File: src/apm_pkg.sv
// Package for the ADC power and RMS meter: widths, register indexes,
// reset values and the gain scaling saturation function.
// No dependencies.
`timescale 1ns / 1ps

package apm_pkg;

  localparam int ADC_BITS = 12;
  localparam int SMP_W    = 12;
  localparam int GAIN_W   = 24;
  localparam int FRAC_W   = 16;
  localparam int LEN_W    = 16;
  localparam int OUT_W    = 20;
  localparam int POW_W    = 2 * OUT_W;
  localparam int SUM_W    = 56;
  localparam int ACC_W    = ADC_BITS + GAIN_W;
  localparam int SCL_W    = ACC_W - FRAC_W;
  localparam int CMP_W    = (SCL_W > OUT_W) ? SCL_W : OUT_W;
  localparam int CNT_W    = $clog2(SUM_W);
  localparam int IDX_W    = 2;

  localparam logic [IDX_W-1:0] REG_VOLTAGE_GAIN  = 2'd0;
  localparam logic [IDX_W-1:0] REG_CURRENT_GAIN  = 2'd1;
  localparam logic [IDX_W-1:0] REG_WINDOW_LENGTH = 2'd2;

  localparam logic [GAIN_W-1:0] VOLTAGE_GAIN_RST  = 24'd264055;
  localparam logic [GAIN_W-1:0] CURRENT_GAIN_RST  = 24'd52813;
  localparam logic [LEN_W-1:0]  WINDOW_LENGTH_RST = 16'd100;

  localparam logic [OUT_W-1:0] OUT_MAX = '1;

  // Drop the fraction bits and clamp to the output range.
  function automatic logic [OUT_W-1:0] sat_scale(input logic [ACC_W-1:0] acc);
    logic [CMP_W-1:0] q;
    q = CMP_W'(acc[ACC_W-1:FRAC_W]);
    if (q > CMP_W'(OUT_MAX)) begin
      return OUT_MAX;
    end
    return OUT_W'(q);
  endfunction

endpackage

File: src/adc_power_rms_meter_unit.sv
// Top level of the ADC power and RMS meter: bit-serial gain scaling,
// power and square products, window accumulation, divide and square root.
// Depends on apm_pkg.
`timescale 1ns / 1ps

// One request carries a voltage and a current ADC sample and yields one
// result. Scaling works through the ADC_BITS (12) sample bits and the
// power and square products through the 20 bits of the scaled current,
// one bit per cycle on shift-and-add units; a hand-off state then passes
// the result on. A request that closes an RMS window adds a restoring
// divide of the 56-bit square sum by the window length and a 20-step
// digit-by-digit square root. The next request is taken once the result
// sits in the output register, even while it still waits to be taken.
module adc_power_rms_meter_unit (
  input  logic                              clk,
  input  logic                              rst_n,
  input  logic                              in_valid,
  output logic                              in_ready,
  input  logic [apm_pkg::SMP_W-1:0]         in_voltage_sample,
  input  logic [apm_pkg::SMP_W-1:0]         in_current_sample,
  output logic                              out_valid,
  input  logic                              out_ready,
  output logic [apm_pkg::OUT_W-1:0]         out_voltage_mv,
  output logic [apm_pkg::OUT_W-1:0]         out_current_ma,
  output logic [apm_pkg::POW_W-1:0]         out_power_uw,
  output logic [apm_pkg::OUT_W-1:0]         out_rms_ma,
  output logic                              out_rms_valid,
  input  logic                              cfg_we,
  input  logic [apm_pkg::IDX_W-1:0]         cfg_index,
  input  logic [apm_pkg::GAIN_W-1:0]        cfg_data
);

  typedef enum logic [2:0] {
    ST_IDLE,
    ST_SCALE,
    ST_MULT,
    ST_DIV,
    ST_SQRT,
    ST_DONE
  } state_t;

  state_t state_r;

  logic [apm_pkg::GAIN_W-1:0]   vgain_r, cgain_r;
  logic [apm_pkg::LEN_W-1:0]    len_r;
  logic [apm_pkg::LEN_W-1:0]    win_cnt_r;
  logic [apm_pkg::SUM_W-1:0]    sq_sum_r;
  logic [apm_pkg::CNT_W-1:0]    step_r;

  logic [apm_pkg::ADC_BITS-1:0] vs_r, cs_r;
  logic [apm_pkg::ACC_W-1:0]    acc_v_r, acc_c_r;
  logic [apm_pkg::OUT_W-1:0]    vmv_r, cma_r, mq_r;
  logic [apm_pkg::POW_W-1:0]    pow_r, sq_r;
  logic [apm_pkg::LEN_W-1:0]    dv_rem_r;
  logic [apm_pkg::SUM_W-1:0]    dq_r;
  logic [apm_pkg::POW_W-1:0]    rad_r;
  logic [apm_pkg::OUT_W:0]      srem_r;
  logic [apm_pkg::OUT_W-1:0]    root_r;
  logic                         rmsv_r;

  logic                         out_valid_r;
  logic [apm_pkg::OUT_W-1:0]    out_vmv_r, out_cma_r, out_rms_r;
  logic [apm_pkg::POW_W-1:0]    out_pow_r;
  logic                         out_rmsv_r;

  logic [apm_pkg::LEN_W-1:0]    len_eff;
  logic [apm_pkg::ACC_W-1:0]    acc_v_nxt, acc_c_nxt;
  logic [apm_pkg::POW_W-1:0]    pow_nxt, sq_nxt;
  logic [apm_pkg::SUM_W-1:0]    sum_add;
  logic [apm_pkg::LEN_W-1:0]    cnt_inc;
  logic                         win_close;
  logic [apm_pkg::LEN_W:0]      div_sh;
  logic                         div_ge;
  logic [apm_pkg::LEN_W-1:0]    dv_rem_nxt;
  logic [apm_pkg::SUM_W-1:0]    dq_nxt;
  logic [apm_pkg::POW_W-1:0]    rad_ld;
  logic [apm_pkg::OUT_W+2:0]    sq_cur, sq_trial;
  logic                         sq_ge;
  logic [apm_pkg::OUT_W:0]      srem_nxt;
  logic [apm_pkg::OUT_W-1:0]    root_nxt;
  logic                         step_last;

  always_comb begin
    len_eff   = (len_r == '0) ? apm_pkg::LEN_W'(1) : len_r;
    step_last = (step_r == '0);

    acc_v_nxt = {acc_v_r[apm_pkg::ACC_W-2:0], 1'b0}
              + (vs_r[apm_pkg::ADC_BITS-1] ? apm_pkg::ACC_W'(vgain_r) : '0);
    acc_c_nxt = {acc_c_r[apm_pkg::ACC_W-2:0], 1'b0}
              + (cs_r[apm_pkg::ADC_BITS-1] ? apm_pkg::ACC_W'(cgain_r) : '0);

    pow_nxt = {pow_r[apm_pkg::POW_W-2:0], 1'b0}
            + (mq_r[apm_pkg::OUT_W-1] ? apm_pkg::POW_W'(vmv_r) : '0);
    sq_nxt  = {sq_r[apm_pkg::POW_W-2:0], 1'b0}
            + (mq_r[apm_pkg::OUT_W-1] ? apm_pkg::POW_W'(cma_r) : '0);

    sum_add   = sq_sum_r + apm_pkg::SUM_W'(sq_nxt);
    cnt_inc   = win_cnt_r + apm_pkg::LEN_W'(1);
    win_close = (cnt_inc >= len_eff) || (cnt_inc == '0);

    div_sh     = {dv_rem_r, dq_r[apm_pkg::SUM_W-1]};
    div_ge     = (div_sh >= {1'b0, len_eff});
    dv_rem_nxt = div_ge ? apm_pkg::LEN_W'(div_sh - {1'b0, len_eff})
                        : div_sh[apm_pkg::LEN_W-1:0];
    dq_nxt     = {dq_r[apm_pkg::SUM_W-2:0], div_ge};
    rad_ld     = (|dq_nxt[apm_pkg::SUM_W-1:apm_pkg::POW_W]) ? '1
                                                            : dq_nxt[apm_pkg::POW_W-1:0];

    sq_cur   = {srem_r, rad_r[apm_pkg::POW_W-1:apm_pkg::POW_W-2]};
    sq_trial = {1'b0, root_r, 2'b01};
    sq_ge    = (sq_cur >= sq_trial);
    srem_nxt = sq_ge ? (apm_pkg::OUT_W+1)'(sq_cur - sq_trial)
                     : sq_cur[apm_pkg::OUT_W:0];
    root_nxt = {root_r[apm_pkg::OUT_W-2:0], sq_ge};
  end

  assign in_ready       = (state_r == ST_IDLE);
  assign out_valid      = out_valid_r;
  assign out_voltage_mv = out_vmv_r;
  assign out_current_ma = out_cma_r;
  assign out_power_uw   = out_pow_r;
  assign out_rms_ma     = out_rms_r;
  assign out_rms_valid  = out_rmsv_r;

  always_ff @(posedge clk) begin
    if (!rst_n) begin
      state_r     <= ST_IDLE;
      vgain_r     <= apm_pkg::VOLTAGE_GAIN_RST;
      cgain_r     <= apm_pkg::CURRENT_GAIN_RST;
      len_r       <= apm_pkg::WINDOW_LENGTH_RST;
      win_cnt_r   <= '0;
      sq_sum_r    <= '0;
      step_r      <= '0;
      out_valid_r <= 1'b0;
    end else begin
      if (cfg_we) begin
        case (cfg_index)
          apm_pkg::REG_VOLTAGE_GAIN:  vgain_r <= cfg_data;
          apm_pkg::REG_CURRENT_GAIN:  cgain_r <= cfg_data;
          apm_pkg::REG_WINDOW_LENGTH: len_r   <= cfg_data[apm_pkg::LEN_W-1:0];
          default: ;
        endcase
      end

      if (out_valid_r && out_ready && (state_r != ST_DONE)) begin
        out_valid_r <= 1'b0;
      end

      case (state_r)
        ST_IDLE: begin
          if (in_valid) begin
            vs_r    <= apm_pkg::ADC_BITS'(in_voltage_sample);
            cs_r    <= apm_pkg::ADC_BITS'(in_current_sample);
            acc_v_r <= '0;
            acc_c_r <= '0;
            step_r  <= apm_pkg::CNT_W'(apm_pkg::ADC_BITS - 1);
            state_r <= ST_SCALE;
          end
        end
        ST_SCALE: begin
          acc_v_r <= acc_v_nxt;
          acc_c_r <= acc_c_nxt;
          vs_r    <= {vs_r[apm_pkg::ADC_BITS-2:0], 1'b0};
          cs_r    <= {cs_r[apm_pkg::ADC_BITS-2:0], 1'b0};
          if (step_last) begin
            vmv_r   <= apm_pkg::sat_scale(acc_v_nxt);
            cma_r   <= apm_pkg::sat_scale(acc_c_nxt);
            mq_r    <= apm_pkg::sat_scale(acc_c_nxt);
            pow_r   <= '0;
            sq_r    <= '0;
            step_r  <= apm_pkg::CNT_W'(apm_pkg::OUT_W - 1);
            state_r <= ST_MULT;
          end else begin
            step_r  <= step_r - apm_pkg::CNT_W'(1);
          end
        end
        ST_MULT: begin
          pow_r  <= pow_nxt;
          sq_r   <= sq_nxt;
          mq_r   <= {mq_r[apm_pkg::OUT_W-2:0], 1'b0};
          if (step_last) begin
            if (win_close) begin
              sq_sum_r  <= '0;
              win_cnt_r <= '0;
              dq_r      <= sum_add;
              dv_rem_r  <= '0;
              step_r    <= apm_pkg::CNT_W'(apm_pkg::SUM_W - 1);
              state_r   <= ST_DIV;
            end else begin
              sq_sum_r  <= sum_add;
              win_cnt_r <= cnt_inc;
              root_r    <= '0;
              rmsv_r    <= 1'b0;
              state_r   <= ST_DONE;
            end
          end else begin
            step_r <= step_r - apm_pkg::CNT_W'(1);
          end
        end
        ST_DIV: begin
          dq_r     <= dq_nxt;
          dv_rem_r <= dv_rem_nxt;
          if (step_last) begin
            rad_r   <= rad_ld;
            srem_r  <= '0;
            root_r  <= '0;
            step_r  <= apm_pkg::CNT_W'(apm_pkg::OUT_W - 1);
            state_r <= ST_SQRT;
          end else begin
            step_r  <= step_r - apm_pkg::CNT_W'(1);
          end
        end
        ST_SQRT: begin
          rad_r  <= {rad_r[apm_pkg::POW_W-3:0], 2'b00};
          srem_r <= srem_nxt;
          root_r <= root_nxt;
          step_r <= step_r - apm_pkg::CNT_W'(1);
          if (step_last) begin
            rmsv_r  <= 1'b1;
            state_r <= ST_DONE;
          end
        end
        ST_DONE: begin
          if (!out_valid_r || out_ready) begin
            out_valid_r <= 1'b1;
            out_vmv_r   <= vmv_r;
            out_cma_r   <= cma_r;
            out_pow_r   <= pow_r;
            out_rms_r   <= root_r;
            out_rmsv_r  <= rmsv_r;
            state_r     <= ST_IDLE;
          end
        end
        default: state_r <= ST_IDLE;
      endcase
    end
  end

`ifndef SYNTH
  a_rms_zero: assert property (@(posedge clk) disable iff (!rst_n)
    out_valid_r |-> (out_rmsv_r || out_rms_r == '0))
    else $error("rms_ma nonzero without rms_valid");

  a_power: assert property (@(posedge clk) disable iff (!rst_n)
    out_valid_r |-> (out_pow_r == apm_pkg::POW_W'(out_vmv_r) * apm_pkg::POW_W'(out_cma_r)))
    else $error("power differs from voltage times current");

  a_one_req: assert property (@(posedge clk) disable iff (!rst_n)
    (in_valid && in_ready) |=> !in_ready)
    else $error("request taken while busy");

  a_empty_window: assert property (@(posedge clk) disable iff (!rst_n)
    (win_cnt_r == '0) |-> (sq_sum_r == '0))
    else $error("square sum held with empty window");
`endif

endmodule
File: config.mk
export PLATFORM = sky130hd
export DESIGN_NAME = adc_power_rms_meter_unit
export DESIGN_NICKNAME = d
export VERILOG_FILES = /design/src/apm_pkg.sv /design/src/adc_power_rms_meter_unit.sv
export SDC_FILE = /design/constraint.sdc
export NUM_CORES = 1
export LEC_CHECK = 0
export ABC_AREA = 1
export BUFFER_PORTS_ARGS = -buffer_cell sky130_fd_sc_hd__clkbuf_2
export CAP_MARGIN = 10
export CORE_UTILIZATION = 52
export DETAILED_ROUTE_END_ITERATION = 12
export GPL_TIMING_DRIVEN = 0
export PLACE_DENSITY_LB_ADDON = 0.08
export SLEW_MARGIN = 10
export SYNTH_ARGS = -nofsm -noshare
export SYNTH_HDL_FRONTEND = slang
export SYNTH_SLANG_ARGS = --single-unit
export TNS_END_PERCENT = 100
File: constraint.sdc
create_clock -name clk -period 26.8 [get_ports clk]
set_clock_uncertainty 0.15 [all_clocks]
set_input_delay 5.36 -clock clk [delete_from_list [all_inputs] [get_ports clk]]
set_output_delay 5.36 -clock clk [all_outputs]
set_load 0.01 [all_outputs]
==> results.py <==
metrics = {
    "clocking": {
        "cts-hold-fix-buffers": 0,
        "clockRootBuffer": "sky130_fd_sc_hd__clkbuf_16",
        "cts_max_path_buffers": 3,
        "tritoncts_clock_tree": "built",
        "htree_levels": 3,
        "clk_pin_slew_worst_paths_ns": 0.05,
        "numCtsBuffers": 72,
        "cts_resizes": 0,
        "cts_setup_buffers": 0,
        "clock_insertion_delay_at_the_later_pin_of_the_skew_report_ns": 0.62,
        "clkSinkCount": 634,
    },
    "synth": {
        "syn-num-nets": 4879,
        "synth.yosys.seq_area_share": 0.476,
        "ys_ff_latch": 634,
        "synthesis.area_per_instance_um2": 7.96,
        "syn_area_um2": 36900,
        "yosys.cell_types.count": 56,
        "synthesis.yosys.warnings": 0,
        "mapped_cells": 4638,
    },
    "power": {
        "power_leakage_nw": 18.7,
        "power.ir.vdd_worst_v": 0.0000548,
        "power.density_cell_area_nw_per_um2": 77.7,
    },
    "cells_and_area": {
        "area_growth_syn_to_layout_pct": 13.3,
        "fin_util": 0.596,
        "mostFrequentLayoutCell": "sky130_fd_sc_hd__nand2_1",
        "post_route_cells_drive_above_1_share": 0.0713,
        "layout.area.seq_um2": 17600,
        "layout_common_cells": "sky130_fd_sc_hd__nand2_1, sky130_fd_sc_hd__inv_1, sky130_fd_sc_hd__edfxtp_1, sky130_fd_sc_hd__nor2_1, sky130_fd_sc_hd__a21oi_1",
        "design.final.nets": 5133,
        "multiInputGateArea_um2": 16300,
        "layout.filler_cells": 6565,
    },
    "global_route": {
        "grt_start_max_net_pins": 40,
        "grt_overflow_total": 0,
        "grt_util_all_layers": 0.286,
        "antenna_found_initial": 2,
        "grt_first_pass_wirelength_um": 159000,
        "via_count_of_the_first_global_routing_pass": 29100,
    },
    "critical_path": {
        "timing_worst_setup_path_type": "input port to register",
        "critical_r2r_launch": "mq_r[19]",
        "worst_reg_to_reg_path_cell_count": 28,
        "worstPathMaxFanout": 12,
        "startpoint": "rst_n",
        "crit_required_ns": 26.95,
        "critical_path.endpoint_type": "register",
        "worst_setup_path_start_kind": "input port",
        "cp.arrival_ns": 7.92,
    },
    "sta": {
        "hold_violations": 0,
        "final_setup_violation_count": 0,
        "clock.fmax_ghz": 0.129,
        "finalCriticalPeriod_ns": 7.78,
        "finalCritPeriodShare": 0.290,
        "rsz0062_at_grt": "false",
        "worstMarginPinSlew_ns": 1.15,
        "setup_total_negative_slack_ns": 0,
        "timing.max_slew.rel_slack": 0.231,
        "report.final.slew_viol_count": 0,
    },
    "min_path": {
        "hold_path.startpoint": "pow_r[39]",
        "min_path_cells": 0,
        "timing.hold.worst.class": "register to register",
    },
    "die": {
        "floorplan.io_pins": 158,
        "floorplan.initialDensity": 0.526,
        "core.rowCount": 97,
        "fp.dieH_um": 268,
        "die_area_um2": 72000,
        "coreArea_um2": 70100,
        "die_x_um": 268,
    },
    "flow_run": {
        "drv_cap": 0,
    },
    "outcome": {
        "status": "completed",
    },
    "place": {
        "globalplace.congestion": 0.995,
        "port-buffer-count": 157,
        "dp.final_hpwl_um": 80300,
    },
    "routing": {
        "route.detailed.drc": 0,
        "first_pass_iters": 8,
        "wire_per_inst_um": 17.4,
        "detailroute.via_count": 31100,
        "vias_per_cell": 5.28,
        "antenna_left": 0,
        "wl_um": 102000,
        "detailedRoute.firstIterationViolations": 2698,
    },
}
[Yosys cell counts (all sizes together)]
cell / n / share of area
o32ai: 1 / 0.00024
o31ai: 1 / 0.00020
clkinv: 3 / 0.00031
dfxtp: 146 / 0.079
nor3: 55 / 0.0075
nor2: 480 / 0.049
a221oi: 1 / 0.00024
inv: 703 / 0.072
nand3: 231 / 0.032
a22oi: 2 / 0.00041
a21oi: 351 / 0.049
o21a: 27 / 0.0055
and3: 2 / 0.00034
a21boi: 13 / 0.0027
edfxtp: 488 / 0.40
o32a: 1 / 0.00027
o211ai: 7 / 0.0014
nand3b: 4 / 0.00081
a31o: 1 / 0.00024
xor2: 94 / 0.022
a21o: 14 / 0.0028
and2: 9 / 0.0015
fa: 6 / 0.0033
or2: 4 / 0.00068
a311oi: 1 / 0.00024
a31oi: 10 / 0.0017
buf: 20 / 0.0034
o21ai: 321 / 0.044
nand4: 42 / 0.0071
ha: 180 / 0.061
xnor2: 31 / 0.0074
o22ai: 5 / 0.00085
o21bai: 22 / 0.0045
o211a: 1 / 0.00027
nand2: 1242 / 0.13
nor3b: 8 / 0.0016
a41o: 1 / 0.00027
clkbuf: 91 / 0.0093
nor4: 18 / 0.0031
or3: 1 / 0.00017
[routing by layer]
layer,vias up,part of all wire,GRT usage,routed length [um]
met4,2,0.036,0.110,3700
met5,-,0.00013,0,13
met1,14300,0.46,0.410,47400
li1,15700,-,-,-
met3,177,0.070,0.0479,7180
met2,940,0.43,0.432,44100
[state kept, by name (all words and copies together) (netlist names), 20 cells and up]
register and cells:
cgain_r 24, srem_r 21, sq_sum_r 56, acc_v_r 35, cma_r 20, acc_c_r 35, out_power_uw 40, vmv_r 20
mq_r 20, root_r 20, out_voltage_mv 20, rad_r 40, sq_r 39, pow_r 40, vgain_r 24, out_rms_ma 20
dq_r 56, out_current_ma 20
[path summary, 6_finish.rpt]
kind / endpoint / slack (ns)
setup reg to reg: dq_r[52] / 21.02
setup / recovery: out_rms_ma[10] / 19.02
hold / removal: out_power_uw[39] / 0.27
hold reg to reg: out_power_uw[39] / 0.27
[critical path, stage by stage]
cell                       delay (ns)
sky130_fd_sc_hd__clkbuf_2        0.11
sky130_fd_sc_hd__clkinv_1        0.31
sky130_fd_sc_hd__clkbuf_1        0.37
sky130_fd_sc_hd__nor3_2          0.56
sky130_fd_sc_hd__buf_4           0.31
sky130_fd_sc_hd__buf_6           0.18
sky130_fd_sc_hd__buf_4           0.22
sky130_fd_sc_hd__buf_4           0.23
sky130_fd_sc_hd__buf_4           0.23
[area by class of cell]
type | count | area share
clock inverters | 34 | 0.00850
flip-flops and latches | 634 | 0.420
diodes | 1 | 0.0000598
inverters | 706 | 0.0635
clock buffers | 96 | 0.0507
multi-input cells | 3187 | 0.389
repair buffers | 180 | 0.0288
plain buffers | 111 | 0.0112
well taps | 940 | 0.0281
[per-stage QoR]
stage,hold slack [ns],total power [mW],instance area [um^2],setup slack [ns],instances
floorplan,0.250,1.93,36900,13.40,4638
global placement,0.255,2.21,38900,9.78,5735
detailed placement,0.260,2.23,39300,18.37,5758
CTS,0.274,3.26,41800,19.03,5888
global route,0.290,3.43,41800,18.89,5889
finish,0.271,3.25,41800,19.02,5889
[kinds of logic (layout without fill, tap and decap cells)]
logic type	count (synthesis)	in the layout	synth area share
flip-flops	634	634	0.476
adder cells (fa/ha/maj)	186	186	0.0643
AO/OA/AOI/OAI	780	780	0.114
other	0	1	0
AND/OR/NAND/NOR	2096	2096	0.231
buffers and inverters	817	1127	0.0845
XOR/XNOR	125	125	0.0297
[report_power, final]
part	switching (mW)	internal, mW	leakage, nW
registers	0.0546	1.23	5.66
clock network	0.418	0.615	1.20
logic	0.650	0.281	11.8
Power figures use the tool's default switching activity.
